[src/rtl/core/mlc_pkg.sv]
// Shared widths, token class codes and item types for the markup line classifier.
`default_nettype none

package mlc_pkg;

  localparam int LINE_COUNT_BITS = 24;
  localparam int LENGTH_BITS     = 16;
  localparam int BYTE_BITS       = 8;
  localparam int CLASS_BITS      = 4;
  localparam int LEVEL_BITS      = 3;

  localparam logic [CLASS_BITS-1:0] CLS_BLANK       = 4'd0;
  localparam logic [CLASS_BITS-1:0] CLS_HEADING     = 4'd1;
  localparam logic [CLASS_BITS-1:0] CLS_CODE_START  = 4'd2;
  localparam logic [CLASS_BITS-1:0] CLS_CODE_END    = 4'd3;
  localparam logic [CLASS_BITS-1:0] CLS_QUOTE_START = 4'd4;
  localparam logic [CLASS_BITS-1:0] CLS_QUOTE_END   = 4'd5;
  localparam logic [CLASS_BITS-1:0] CLS_META        = 4'd6;
  localparam logic [CLASS_BITS-1:0] CLS_LIST        = 4'd7;
  localparam logic [CLASS_BITS-1:0] CLS_TEXT        = 4'd8;
  localparam logic [CLASS_BITS-1:0] CLS_END         = 4'd9;

  // One input request as held in the input register.
  typedef struct packed {
    logic [BYTE_BITS-1:0] data;
    logic                 is_end;
  } in_item_t;

  // One result token.
  typedef struct packed {
    logic                       last_of_run;
    logic [LENGTH_BITS-1:0]     text_offset;
    logic [LENGTH_BITS-1:0]     line_length;
    logic [LINE_COUNT_BITS-1:0] line_number;
    logic [LEVEL_BITS-1:0]      heading_level;
    logic [CLASS_BITS-1:0]      token_class;
  } result_t;

endpackage

`default_nettype wire

[src/rtl/core/mlc_in_reg.sv]
// Input register stage that captures one byte request per cycle while it is free.
`default_nettype none

module mlc_in_reg (
  input  wire logic              clk,
  input  wire logic              rst,
  input  wire logic              s_tvalid,
  output logic                   s_tready,
  input  wire logic [7:0]        s_tdata,
  input  wire logic              s_tlast,
  output logic                   item_valid,
  output mlc_pkg::in_item_t      item,
  input  wire logic              consume
);
  import mlc_pkg::*;

  // The register is free when empty or when its request is used up this cycle.
  assign s_tready = !item_valid || consume;

  always_ff @(posedge clk) begin
    if (rst) begin
      item_valid <= 1'b0;
    end else if (s_tready) begin
      item_valid <= s_tvalid;
    end
  end

  always_ff @(posedge clk) begin
    if (s_tready && s_tvalid) begin
      item.data   <= s_tdata;
      item.is_end <= s_tlast;
    end
  end

endmodule

`default_nettype wire

[src/rtl/core/mlc_line_tracker.sv]
// Per-line flag tracking and line classification for one request per cycle while the result queue has room.
`default_nettype none

module mlc_line_tracker (
  input  wire logic              clk,
  input  wire logic              rst,
  input  wire logic              item_valid,
  input  wire mlc_pkg::in_item_t item,
  input  wire logic              can_push,
  output logic                   consume,
  output logic                   push,
  output mlc_pkg::result_t       res
);
  import mlc_pkg::*;

  localparam int PREFIX_COUNT = 4;
  localparam int MAX_STARS    = 6;
  localparam int PFX_BITS     = 104;

  localparam logic [7:0] CH_NL    = 8'h0A;
  localparam logic [7:0] CH_CR    = 8'h0D;
  localparam logic [7:0] CH_SPACE = 8'h20;
  localparam logic [7:0] CH_HASH  = 8'h23;
  localparam logic [7:0] CH_STAR  = 8'h2A;
  localparam logic [7:0] CH_PLUS  = 8'h2B;
  localparam logic [7:0] CH_DASH  = 8'h2D;
  localparam logic [7:0] CH_ZERO  = 8'h30;
  localparam logic [7:0] CH_NINE  = 8'h39;
  localparam logic [7:0] CH_COLON = 8'h3A;

  localparam logic [1:0] LIST_LEAD = 2'd0;
  localparam logic [1:0] LIST_YES  = 2'd1;
  localparam logic [1:0] LIST_NO   = 2'd2;

  // Prefix strings are right-justified: the last character sits in the low byte.
  localparam logic [PFX_BITS-1:0] PFX_SRC_BEGIN   = PFX_BITS'({"#+begin", "_src"});
  localparam logic [PFX_BITS-1:0] PFX_SRC_END     = PFX_BITS'({"#+end", "_src"});
  localparam logic [PFX_BITS-1:0] PFX_QUOTE_BEGIN = PFX_BITS'({"#+begin", "_quote"});
  localparam logic [PFX_BITS-1:0] PFX_QUOTE_END   = PFX_BITS'({"#+end", "_quote"});
  localparam logic [PREFIX_COUNT-1:0][3:0] PFX_LEN = {4'd11, 4'd13, 4'd9, 4'd11};

  typedef struct packed {
    logic [LENGTH_BITS-1:0]  byte_position;
    logic [2:0]              star_run;
    logic                    heading_ok;
    logic [PREFIX_COUNT-1:0] prefix_alive;
    logic                    colon_seen;
    logic [1:0]              list_phase;
    logic                    held_return;
    logic                    hash_plus;
  } line_state_t;

  localparam line_state_t LINE_CLEAR = '{prefix_alive: '1, default: '0};

  function automatic logic [7:0] prefix_char(input logic [1:0] k, input logic [3:0] i);
    logic [PFX_BITS-1:0] txt;
    logic [3:0]          sh;
    case (k)
      2'd0:    txt = PFX_SRC_BEGIN;
      2'd1:    txt = PFX_SRC_END;
      2'd2:    txt = PFX_QUOTE_BEGIN;
      default: txt = PFX_QUOTE_END;
    endcase
    sh = PFX_LEN[k] - 4'd1 - i;
    return txt[{sh, 3'b000} +: 8];
  endfunction

  function automatic line_state_t feed(input line_state_t s, input logic [7:0] c);
    line_state_t n;
    n = s;
    if (s.byte_position == {{(LENGTH_BITS-3){1'b0}}, s.star_run}) begin
      if (c == CH_STAR && s.star_run < 3'(MAX_STARS + 1)) begin
        n.star_run = s.star_run + 3'd1;
      end else begin
        n.heading_ok = (s.star_run >= 3'd1) && (s.star_run <= 3'(MAX_STARS)) &&
                       (c == CH_SPACE);
      end
    end
    for (int k = 0; k < PREFIX_COUNT; k++) begin
      if (s.byte_position < LENGTH_BITS'(PFX_LEN[k]) &&
          c != prefix_char(2'(k), s.byte_position[3:0])) begin
        n.prefix_alive[k] = 1'b0;
      end
    end
    if (s.byte_position == '0) begin
      n.hash_plus = (c == CH_HASH);
    end else if (s.byte_position == LENGTH_BITS'(1)) begin
      n.hash_plus = s.hash_plus && (c == CH_PLUS);
    end
    if (c == CH_COLON) begin
      n.colon_seen = 1'b1;
    end
    if (s.list_phase == LIST_LEAD && c != CH_SPACE) begin
      n.list_phase = (c == CH_DASH || (c >= CH_ZERO && c <= CH_NINE)) ? LIST_YES : LIST_NO;
    end
    if (s.byte_position != '1) begin
      n.byte_position = s.byte_position + LENGTH_BITS'(1);
    end
    return n;
  endfunction

  line_state_t                st, st_next, fed_cr, fed_byte;
  logic [LINE_COUNT_BITS-1:0] line_count, line_count_next, count_inc;
  logic [CLASS_BITS-1:0]      fin_class;
  logic [LEVEL_BITS-1:0]      fin_level;
  logic [LENGTH_BITS-1:0]     fin_offset;
  logic                       star_ok, star_eq, pending, advance;
  logic [PREFIX_COUNT-1:0]    pfx_hit;

  assign advance   = item_valid && can_push;
  assign pending   = (st.byte_position != '0) || st.held_return;
  assign count_inc = (line_count != '1) ? line_count + LINE_COUNT_BITS'(1) : line_count;

  // Classification of the line collected so far.
  always_comb begin
    star_ok = (st.star_run >= 3'd1) && (st.star_run <= 3'(MAX_STARS));
    star_eq = st.byte_position == {{(LENGTH_BITS-3){1'b0}}, st.star_run};
    for (int k = 0; k < PREFIX_COUNT; k++) begin
      pfx_hit[k] = st.prefix_alive[k] && (st.byte_position >= LENGTH_BITS'(PFX_LEN[k]));
    end
    fin_level  = '0;
    fin_offset = '0;
    if (st.byte_position == '0) begin
      fin_class = CLS_BLANK;
    end else if (star_ok && (st.heading_ok || star_eq)) begin
      fin_class  = CLS_HEADING;
      fin_level  = st.star_run;
      fin_offset = star_eq ? st.byte_position
                           : {{(LENGTH_BITS-3){1'b0}}, st.star_run} + LENGTH_BITS'(1);
    end else if (pfx_hit[0]) begin
      fin_class = CLS_CODE_START;
    end else if (pfx_hit[1]) begin
      fin_class = CLS_CODE_END;
    end else if (pfx_hit[2]) begin
      fin_class = CLS_QUOTE_START;
    end else if (pfx_hit[3]) begin
      fin_class = CLS_QUOTE_END;
    end else if (st.byte_position > LENGTH_BITS'(2) && st.hash_plus && st.colon_seen) begin
      fin_class = CLS_META;
    end else if (st.list_phase == LIST_YES) begin
      fin_class = CLS_LIST;
    end else begin
      fin_class = CLS_TEXT;
    end
  end

  // A held CR becomes an ordinary byte when anything but a line end follows it.
  always_comb begin
    fed_cr = st;
    if (st.held_return) begin
      fed_cr.held_return = 1'b0;
      fed_cr = feed(fed_cr, CH_CR);
    end
    if (item.data == CH_CR) begin
      fed_byte = fed_cr;
      fed_byte.held_return = 1'b1;
    end else begin
      fed_byte = feed(fed_cr, item.data);
    end
  end

  always_comb begin
    st_next         = st;
    line_count_next = line_count;
    push            = 1'b0;
    consume         = 1'b0;
    res.token_class   = fin_class;
    res.heading_level = fin_level;
    res.line_number   = count_inc;
    res.line_length   = st.byte_position;
    res.text_offset   = fin_offset;
    res.last_of_run   = 1'b1;
    if (advance) begin
      if (item.is_end) begin
        push    = 1'b1;
        st_next = LINE_CLEAR;
        if (pending) begin
          // Flush the partial line; the end request stays in place and then yields the end token.
          res.last_of_run = 1'b0;
          line_count_next = count_inc;
        end else begin
          consume = 1'b1;
          res.token_class   = CLS_END;
          res.heading_level = '0;
          res.line_number   = line_count;
          res.line_length   = '0;
          res.text_offset   = '0;
        end
      end else if (item.data == CH_NL) begin
        push            = 1'b1;
        consume         = 1'b1;
        st_next         = LINE_CLEAR;
        line_count_next = count_inc;
      end else begin
        consume = 1'b1;
        st_next = fed_byte;
      end
    end
  end

  always_ff @(posedge clk) begin
    if (rst) begin
      st         <= LINE_CLEAR;
      line_count <= '0;
    end else begin
      st         <= st_next;
      line_count <= line_count_next;
    end
  end

  // An end token always leaves a clean line behind it.
  assert property (@(posedge clk) disable iff (rst)
    (push && res.token_class == CLS_END) |=> (st.byte_position == '0 && !st.held_return))
    else $error("line state not cleared after end token");

  // A flushed partial line keeps the end request in place for the token.
  assert property (@(posedge clk) disable iff (rst)
    (push && !res.last_of_run) |=> (item_valid && item.is_end))
    else $error("end request lost after flushing a partial line");

endmodule

`default_nettype wire

[src/rtl/core/mlc_out_fifo.sv]
// Two-entry result queue that decouples the classifier from the output handshake.
`default_nettype none

module mlc_out_fifo (
  input  wire logic              clk,
  input  wire logic              rst,
  input  wire logic              push,
  input  wire mlc_pkg::result_t  wr_data,
  output logic                   can_push,
  output logic                   m_tvalid,
  input  wire logic              m_tready,
  output logic [63:0]            m_tdata,
  output logic                   m_tlast
);
  import mlc_pkg::*;

  result_t    entries [2];
  logic       wr_ptr, rd_ptr, pop;
  logic [1:0] count;
  result_t    head;

  assign can_push = (count != 2'd2);
  assign m_tvalid = (count != 2'd0);
  assign pop      = m_tvalid && m_tready;
  assign head     = entries[rd_ptr];
  assign m_tdata  = {1'b0, head.text_offset, head.line_length, head.line_number,
                     head.heading_level, head.token_class};
  assign m_tlast  = head.last_of_run;

  always_ff @(posedge clk) begin
    if (push) begin
      entries[wr_ptr] <= wr_data;
    end
  end

  always_ff @(posedge clk) begin
    if (rst) begin
      wr_ptr <= 1'b0;
      rd_ptr <= 1'b0;
      count  <= 2'd0;
    end else begin
      if (push) begin
        wr_ptr <= !wr_ptr;
      end
      if (pop) begin
        rd_ptr <= !rd_ptr;
      end
      count <= count + 2'(push) - 2'(pop);
    end
  end

  assert property (@(posedge clk) disable iff (rst) push |-> can_push)
    else $error("result written into a full queue");

  assert property (@(posedge clk) disable iff (rst) count != 2'd3)
    else $error("queue count out of range");

  assert property (@(posedge clk) disable iff (rst)
    (push && !pop) |=> (count == $past(count) + 2'd1))
    else $error("queue count did not follow a write");

endmodule

`default_nettype wire

[src/rtl/core/markup_line_classifier.sv]
// Top level of the markup line classifier: byte stream in, line tokens out.
//
//   Channel  Direction  Payload                                        Marker
//   s_*      in         tdata[7:0] byte_in                             tlast = is_end
//   m_*      out        tdata: class, level, line, length, offset      tlast = last_of_run
//
// Each byte request is registered on entry and then handled by the line tracker,
// so one request is taken per cycle while the result queue has room.
// A newline yields one token; an end request on a pending line yields two tokens,
// the end request staying in the input register meanwhile.
// Reset clears the line state and counter and empties the input register.
// Output stalls fill the two-entry result queue, after which the input register
// holds and s_tready falls; no token is dropped or repeated.
`default_nettype none

module markup_line_classifier (
  input  wire logic        clk,
  input  wire logic        rst,
  input  wire logic        s_tvalid,
  output logic             s_tready,
  input  wire logic [7:0]  s_tdata,   // [7:0] byte_in
  input  wire logic        s_tlast,   // is_end
  output logic             m_tvalid,
  input  wire logic        m_tready,
  output logic [63:0]      m_tdata,   // [3:0] token_class, [6:4] heading_level,
                                      // [30:7] line_number, [46:31] line_length,
                                      // [62:47] text_offset, [63] zero
  output logic             m_tlast    // last_of_run
);
  import mlc_pkg::*;

  in_item_t item;
  result_t  res;
  logic     item_valid, consume, push, can_push;

  // Input register: holds one byte request until the tracker takes it.
  mlc_in_reg u_in_reg (
    .clk        (clk),
    .rst        (rst),
    .s_tvalid   (s_tvalid),
    .s_tready   (s_tready),
    .s_tdata    (s_tdata),
    .s_tlast    (s_tlast),
    .item_valid (item_valid),
    .item       (item),
    .consume    (consume)
  );

  // Line tracker: updates the per-line flags and builds a token at each line end.
  mlc_line_tracker u_tracker (
    .clk        (clk),
    .rst        (rst),
    .item_valid (item_valid),
    .item       (item),
    .can_push   (can_push),
    .consume    (consume),
    .push       (push),
    .res        (res)
  );

  // Result queue: keeps the tracker running while the output side stalls.
  mlc_out_fifo u_out_fifo (
    .clk      (clk),
    .rst      (rst),
    .push     (push),
    .wr_data  (res),
    .can_push (can_push),
    .m_tvalid (m_tvalid),
    .m_tready (m_tready),
    .m_tdata  (m_tdata),
    .m_tlast  (m_tlast)
  );

endmodule

`default_nettype wire

[config.mk]
export PLATFORM = sky130hd
export DESIGN_NAME = markup_line_classifier
export DESIGN_NICKNAME = d
export VERILOG_FILES = /design/src/rtl/core/mlc_pkg.sv /design/src/rtl/core/mlc_in_reg.sv /design/src/rtl/core/mlc_line_tracker.sv /design/src/rtl/core/mlc_out_fifo.sv /design/src/rtl/core/markup_line_classifier.sv
export SDC_FILE = /design/constraint.sdc
export NUM_CORES = 1
export LEC_CHECK = 0
export BUFFER_PORTS_ARGS = -buffer_cell sky130_fd_sc_hd__buf_2
export CELL_PAD_IN_SITES_DETAIL_PLACEMENT = 2
export CELL_PAD_IN_SITES_GLOBAL_PLACEMENT = 2
export CORE_MARGIN = 2
export CORE_UTILIZATION = 43
export DETAILED_ROUTE_END_ITERATION = 10
export HOLD_SLACK_MARGIN = 0.02
export PLACE_DENSITY_LB_ADDON = 0.2
export SLEW_MARGIN = 20
export SYNTH_ARGS = -nofsm -noshare
export SYNTH_HDL_FRONTEND = slang
export SYNTH_SLANG_ARGS = --single-unit
[constraint.sdc]
create_clock -name clk -period 11.55 [get_ports clk]
set_input_delay 2.31 -clock clk [delete_from_list [all_inputs] [get_ports clk]]
set_output_delay 2.31 -clock clk [all_outputs]
set_load 0.02 [all_outputs]
==> metrics.csv, run 1 <==
stage,metric,value,unit
critical_path,critical path class,register to register,
min_path,class of the worst hold path,register to register,
pwr,Flop pwr share,0.435,
layout,layout cell share with drive strength beyond 1,0.192,
sta,final hold vios,0,
placement,DP HPWL,26700,um
sta,RSZ-0062 raised after global routing,no,
cts,worst skew pair latency,0.45,ns
floorplanning,Die Width,167,um
critical_path,crit path launch type,register,
sta,period utilization,0.475,
synthesis,Synth Area in Simple Gates,0.183,
synthesis,Netlist cell types,90,
critical_path,reg2reg setup slack,6.06,ns
synthesis,top_reg_cell synth,edfxtp_1,
pwr,Sw Ratio,0.333,
global_routing,vias in the first global route,10224,
synthesis,Cells after Synth,1132,
global_routing,first-pass GRT wire length,63200,um
pwr,Clock Power Share,0.335,
critical_path,critical path's top delay family,compound AO/OA/AOI/OAI gates,
layout,Area Overhead vs Synth,10.3,%
cts,CTS tree,built,
floorplanning,IO Pins,80,
pwr,P per Cell Area,148,mW/mm2
placement,Setup WS pre-CTS,6.11,ns
floorplanning,initial core utilization,0.438,
pwr,Leak,0.00431,uW
synthesis,post-synthesis register bit count,196,
critical_path,Crit Path Max Fanout,18,
cts,Clock Tree Buf Depth,2,
sta,max-slew violations,0,
cts,clock sinks,196,
detailed_routing,Avg WL per Cell,26.5,um
placement,IO Port Bufs,78,
synthesis,"area leader, netlist",edfxtp_1,
cts,H-tree depth,4,
sta,final setup vio count,0,
synthesis,mapped cell area,0.0114,mm2
layout,"commonest non-fill, non-tap cells in the layout","edfxtp_1 (137), nand2_1 (93), nor2_1 (80)",
sta,Max Clk Rate,182,MHz
detailed_routing,vias,9313,
detailed_routing,Initial DRC Count,650,
synthesis,Post-Syn Area per Cell,10.1,um2
global_routing,gr ovfl total,0,
synthesis,combinational family with the most area after synthesis,simple AND/OR/NAND/NOR gates,
detailed_routing,"antenna viol nets, final",0,
detailed_routing,detailed-route wire length,40200,um
critical_path,CP required,11.92,ns
placement,routability cong.,0.883,
pwr,maximum vdd drop,0.000118,V
floorplanning,chip height,167,um
synthesis,warnings from Yosys,0,
critical_path,Crit. Startpoint,u_tracker.st[14],
layout,Multi-input gate area,0.00566,mm2
critical_path,r2r startpoint,u_tracker.st[14],
synthesis,top cell type's share of synthesized area,0.360,
layout,Register Area,0.00530,mm2
detailed_routing,post-DR vias/cell,6.14,
critical_path,Setup crit end kind,register,
global_routing,largest net degree at the start of global routing,65,
pwr,total power,1860,uW
sta,setup TNS,0,ns
synthesis,Synth Area in Adders,0.0263,
cts,hold buffers post-CTS,0,
floorplanning,core area,0.0261,mm2
synthesis,"top cells by area, synth","edfxtp_1 (36%), dfxtp_1 (10%), mux2_2 (6.6%)",
cts,Post-CTS Setup Repair Bufs,0,
floorplanning,row cnt,59,
pwr,combinational share of power,0.230,
synthesis,Async SR Flop Fraction,0,
synthesis,post-synthesis xor/xnor area fraction,0.0674,
pwr,internal power,1240,uW
detailed_routing,Pre-Repair DR Iteration Count,5,
critical_path,slowest CP cell,dfxtp_1,
critical_path,R2R cell count,13,
layout,ANT cells,0,
critical_path,max incr delay on CP,0.77,ns
critical_path,Worst R2R End,u_tracker.st[8],
layout,nets,1205,
synthesis,post-synthesis sequential area ratio,0.464,
layout,"commonest non-fill, non-tap cell in the layout",edfxtp_1,
sta,clk_skew,0.0164,ns
pwr,Switch Pwr,619,uW
synthesis,mux contribution to synthesized area,0.0771,
cts,Root Driver,clkbuf_16,
layout,FILL cells,2651,
critical_path,crit path DAT,5.85,ns
critical_path,cell mode on critical path,ha_1,
floorplanning,die area,0.0279,mm2
global_routing,GRT Total Usage,0.291,
layout,Finished Cell Area,0.0126,mm2
critical_path,"Buf+Inv Stages, Crit Path",2,
critical_path,CP Cell Sequence,ha_1 -> nand3_1 -> o41a_1 -> o21ai_2 -> ha_1 -> inv_1 -> ha_1 -> inv_1 -> a2111oi_0 -> a211oi_2 -> xnor2_1 -> or4_1 -> o41ai_2,
cts,post_cts resized,0,
sta,minimum clock period,5.49,ns
placement,Post-DP Area,0.0120,mm2
global_routing,initial antenna violation count,0,
synthesis,Compound-Gate Fraction of Synth Area,0.133,
synthesis,"EDFF count, synth",137,
status,status,"complete, no violations",
layout,Final Util,0.483,
sta,Worst-Margin Slew,1.03,ns
run,max-capacitance violation count,0,
sta,final worst setup slack,6.06,ns
cts,TritonCTS Buffers,17,
critical_path,WP depth,13,
cts,Clock Pin Slew Worst Setup and Hold Paths,0.08,ns
critical_path,Critical Path End,u_tracker.st[8],
sta,slew margin rel.,0.315,
detailed_routing,DRC,0,
final cells by class:
class / instances / area share
multi-input cells: 827 / 0.449
flip-flops and latches: 196 / 0.421
repair buffers: 90 / 0.0381
clock buffers: 17 / 0.0338
well taps: 335 / 0.0333
clock inverters: 15 / 0.0141
inverters: 36 / 0.0107
worst min path at each step:
stage | slack (ns) | to | start | cells after the start
finish | 0.47 | u_tracker.st[0] | u_tracker.st[0] | 2
global route | 0.49 | u_tracker.st[0] | u_tracker.st[0] | 2
CTS | 0.47 | u_tracker.st[0] | u_tracker.st[0] | 2
detailed placement | 0.46 | u_tracker.st[0] | u_tracker.st[0] | 2
global placement | 0.45 | u_tracker.st[0] | u_tracker.st[0] | 2
floorplan | 0.43 | u_tracker.st[0] | u_tracker.st[0] | 2
cells by family after synthesis:
kind of cell / after synthesis
compound gates: 224
xor+xnor: 87
fa+ha+maj: 24
simple gates: 388
flops: 196
other cells: 1
mux: 79
buf+inv: 133
sequential cells by signal, indices dropped and copies added (netlist names), named ones only:
name,cells
u_out_fifo.wr_ptr,1
u_tracker.line_count,24
u_tracker.st,29
u_in_reg.item,9
u_out_fifo.entries,128
u_out_fifo.rd_ptr,1
u_out_fifo.count,2
u_in_reg.item_valid,1
metal layers:
layer / global-route usage / wire, um / up-vias
met2: 0.515 / 20700 / 222
met5: 0 / 0 / -
li1: - / - / 4207
met4: 0.0956 / 964 / 0
met1: 0.371 / 17300 / 4817
met3: 0.0333 / 1220 / 67
worst reg2reg max path, stage by stage, from the launching register on:
cell	delay, ns
dfxtp_1	0.77
ha_1	0.49
nand3_1	0.22
o41a_1	0.70
o21ai_2	0.54
ha_1	0.40
inv_1	0.18
ha_1	0.55
inv_1	0.11
a2111oi_0	0.38
a211oi_2	0.10
xnor2_1	0.14
or4_1	0.54
o41ai_2	0.30
power by group through the flow:
stage	registers (uW)	logic (uW)	clock network, uW
after floorplan	809	303	0
after global placement	819	409	0
after detailed placement	823	425	0
after CTS	808	431	630
after global routing	812	459	658
final	808	427	623
through the flow:
step	hold WS (ns)	cells
after floorplan	0.435	1156
after global placement	0.453	1484
after detailed placement	0.463	1484
after CTS	0.475	1516
after global routing	0.493	1516
final	0.475	1516
Yosys cell counts, types with 4 or more instances:
| cell | n |
|---|---|
| edfxtp_1 | 137 |
| nand2_1 | 93 |
| nor2_1 | 81 |
| clkbuf_1 | 70 |
| mux2_2 | 67 |
| dfxtp_1 | 59 |
| o21ai_0 | 56 |
| xnor2_1 | 52 |
| nand3_1 | 39 |
| a21oi_1 | 38 |
| xor2_1 | 34 |
| inv_1 | 32 |
| nor3_1 | 27 |
| ha_1 | 24 |
| nand4_1 | 23 |
| or3_1 | 19 |
| o211ai_1 | 16 |
| a31oi_1 | 15 |
| nor4_1 | 14 |
| and3_1 | 13 |
| buf_2 | 13 |
| o31ai_1 | 13 |
| and2_1 | 11 |
| a211oi_1 | 10 |
| mux2i_1 | 10 |
| and4_1 | 9 |
| buf_4 | 7 |
| nand4b_1 | 7 |
| nor2b_1 | 7 |
| o21a_1 | 7 |
| o21ai_1 | 7 |
| or2_2 | 7 |
| a211o_1 | 6 |
| a21boi_0 | 6 |
| nand2b_1 | 6 |
| or4_1 | 6 |
| buf_1 | 5 |
| a21o_1 | 4 |
| nor3b_1 | 4 |
Note: power is estimated with default switching activity, not from simulation.
==> run 2, diff against run 1 <==
--- a/config.mk
+++ b/config.mk
@@ -9,7 +9,7 @@
 export CELL_PAD_IN_SITES_DETAIL_PLACEMENT = 2
 export CELL_PAD_IN_SITES_GLOBAL_PLACEMENT = 2
 export CORE_MARGIN = 2
-export CORE_UTILIZATION = 43
+export CORE_UTILIZATION = 36
 export DETAILED_ROUTE_END_ITERATION = 10
 export HOLD_SLACK_MARGIN = 0.02
 export PLACE_DENSITY_LB_ADDON = 0.2
==> constraint.sdc (replaced) <==
create_clock -name clk -period 4.45 [get_ports clk]
set_input_delay 0.89 -clock clk [delete_from_list [all_inputs] [get_ports clk]]
set_output_delay 0.89 -clock clk [all_outputs]
set_load 0.02 [all_outputs]
==> run 2 against run 1 <==
Compared with the run above:
- flip-flop and latch count is the same
- clock skew shrank 0.0012 ns
- sequential share of layout area shrank 1.1 points
- maximum frequency grew 37%
- first-iteration DRC count shrank 32%
- critical endpoint unchanged
- highest routed layer unchanged
==> metrics.csv, run 2 (same netlist as run 1, synthesis figures left out) <==
stage,metric,value,unit,change
cts,H-tree depth,4,,unchanged
sta,final hold vios,0,,unchanged
cts,post_cts resized,0,,unchanged
sta,Worst-Margin Slew,0.879,ns,was 1.03 ns
min_path,class of the worst hold path,register to register,,unchanged
floorplanning,Die Width,182,um,was 167 um
cts,Clock Tree Buf Depth,2,,unchanged
min_path,HP Start,u_tracker.st[0],,unchanged
status,status,"complete, no violations",,unchanged
cts,Post-CTS Setup Repair Bufs,0,,unchanged
floorplanning,row cnt,65,,was 59
layout,FILL cells,3378,,was 2651
sta,hold_ws,0.474,ns,was 0.475 ns
critical_path,Setup crit end kind,register,,unchanged
sta,clk_skew,0.0151,ns,was 0.0164 ns
cts,clock sinks,196,,unchanged
critical_path,Crit. Startpoint,u_tracker.st[21],,was u_tracker.st[14]
layout,nets,1239,,was 1205
global_routing,gr ovfl total,0,,unchanged
sta,RSZ-0062 raised after global routing,no,,unchanged
floorplanning,die area,0.0331,mm2,was 0.0279 mm2
critical_path,slowest CP cell,dfxtp_1,,unchanged
placement,IO Port Bufs,78,,unchanged
floorplanning,chip height,182,um,was 167 um
global_routing,vias in the first global route,9964,,was 10224
detailed_routing,"antenna viol nets, final",0,,unchanged
global_routing,GRT Total Usage,0.224,,was 0.291
placement,routability cong.,0.850,,was 0.883
cts,hold buffers post-CTS,0,,unchanged
floorplanning,IO Pins,80,,unchanged
sta,setup TNS,0,ns,unchanged
placement,DP HPWL,26500,um,was 26700 um
detailed_routing,detailed-route wire length,36400,um,was 40200 um
sta,final setup vio count,0,,unchanged
sta,minimum clock period,4.02,ns,was 5.49 ns
sta,Max Clk Rate,249,MHz,was 182 MHz
detailed_routing,Initial DRC Count,439,,was 650
sta,slew margin rel.,0.413,,was 0.315
detailed_routing,Pre-Repair DR Iteration Count,4,,was 5
detailed_routing,Avg WL per Cell,22.5,um,was 26.5 um
floorplanning,core area,0.0314,mm2,was 0.0261 mm2
critical_path,r2r startpoint,u_tracker.st[21],,was u_tracker.st[14]
global_routing,initial antenna violation count,0,,unchanged
layout,ANT cells,0,,unchanged
run,max-capacitance violation count,0,,unchanged
layout,"commonest non-fill, non-tap cell in the layout",edfxtp_1,,unchanged
pwr,maximum vdd drop,0.000277,V,was 0.000118 V
layout,Final Util,0.412,,was 0.483
cts,Clock Pin Slew Worst Setup and Hold Paths,0.07,ns,was 0.08 ns
critical_path,"Buf+Inv Stages, Crit Path",2,,unchanged
global_routing,first-pass GRT wire length,58100,um,was 63200 um
layout,layout cell share with drive strength beyond 1,0.213,,was 0.192
layout,Multi-input gate area,0.00566,mm2,unchanged
layout,largest register by flop count,u_out_fifo.entries,,unchanged
cts,CTS tree,built,,unchanged
layout,Area Overhead vs Synth,13.2,%,was 10.3%
cts,Root Driver,clkbuf_16,,unchanged
layout,"commonest non-fill, non-tap cells in the layout","edfxtp_1 (137), nand2_1 (93), nor2_1 (80)",,unchanged
critical_path,CP required,4.80,ns,was 11.92 ns
sta,period utilization,0.903,,was 0.475
critical_path,CP Cell Sequence,nand4_4 -> o41a_1 -> xnor2_2 -> ha_1 -> inv_1 -> ha_1 -> inv_1 -> a2111oi_0 -> a211oi_2 -> xnor2_1 -> or4_1 -> o41ai_2,,was ha_1 -> nand3_1 -> o41a_1 -> o21ai_2 -> ha_1 -> inv_1 -> ha_1 -> inv_1 -> a2111oi_0 -> a211oi_2 -> xnor2_1 -> or4_1 -> o41ai_2
global_routing,largest net degree at the start of global routing,65,,unchanged
cts,worst skew pair latency,0.44,ns,was 0.45 ns
critical_path,critical path's top delay family,compound AO/OA/AOI/OAI gates,,unchanged
detailed_routing,vias,9194,,was 9313
layout,Largest regs,"u_out_fifo.entries: 128 flops, u_tracker.st: 29 flops, u_tracker.line_count: 24 flops",,unchanged
sta,max-slew violations,0,,unchanged
sta,final worst setup slack,0.431,ns,was 6.06 ns
critical_path,crit path DAT,4.36,ns,was 5.85 ns
layout,Largest register FFs,128,,unchanged
cts,TritonCTS Buffers,17,,unchanged
detailed_routing,post-DR vias/cell,5.69,,was 6.14
placement,Setup WS pre-CTS,0.423,ns,was 6.11 ns
pwr,Leak,0.00447,uW,was 0.00431 uW
critical_path,max incr delay on CP,0.58,ns,was 0.77 ns
layout,Register Area,0.00530,mm2,unchanged
critical_path,Crit Path Max Fanout,11,,was 18
floorplanning,initial core utilization,0.364,,was 0.438
critical_path,crit path launch type,register,,unchanged
critical_path,critical path class,register to register,,unchanged
detailed_routing,DRC,0,,unchanged
pwr,P per Cell Area,366,mW/mm2,was 148 mW/mm2
run 2: changes by cell type in the layout (fill, tap and decap cells not counted), sizes merged:
cell / delta
buf: +34
clkinv: -5
clkinvlp: +3
bufinv: +1
clkbuf: +1
run 2: cell type report:
type / instances / area share
Clock buffer: 18 / 0.0332
Clock inverter: 14 / 0.0108
Inverter: 36 / 0.0105
Multi-Input combinational cell: 827 / 0.438
Sequential cell: 196 / 0.410
Tap cell: 402 / 0.0389
Timing Repair Buffer: 124 / 0.0589
run 2: worst paths after layout:
kind,to,slack [ns],cells after the start
setup reg to reg,u_tracker.st[8],0.43,12
hold / removal,u_tracker.st[0],0.47,2
setup / recovery,u_tracker.st[8],0.43,12
hold reg to reg,u_tracker.st[0],0.47,2
run 2: power breakdown:
| group | internal (uW) | switching [uW] |
|---|---|---|
| clock | 789 | 737 |
| combinational | 434 | 678 |
| sequential | 2030 | 55.8 |
run 2: stage by stage:
stage	instance area, um2	total power, uW	instances
6_report	12900	4720	1617
5_1_grt	12900	4920	1617
3_5_place_dp	12400	3250	1585
4_1_cts	12900	4770	1617
2_1_floorplan	11500	2880	1156
3_3_place_gp	12400	3220	1585
run 2: worst min-delay path, cell delays in order, from the launching register on:
cell     delay [ns]
dfxtp_1        0.32
o21ai_0        0.07
nand2_1        0.05
run 2: per-layer routing:
metal / global-route usage / routed length, um
met5: 0 / 0
met4: 0.0648 / 676
met3: 0.0293 / 869
met2: 0.403 / 18700
met1: 0.282 / 16200
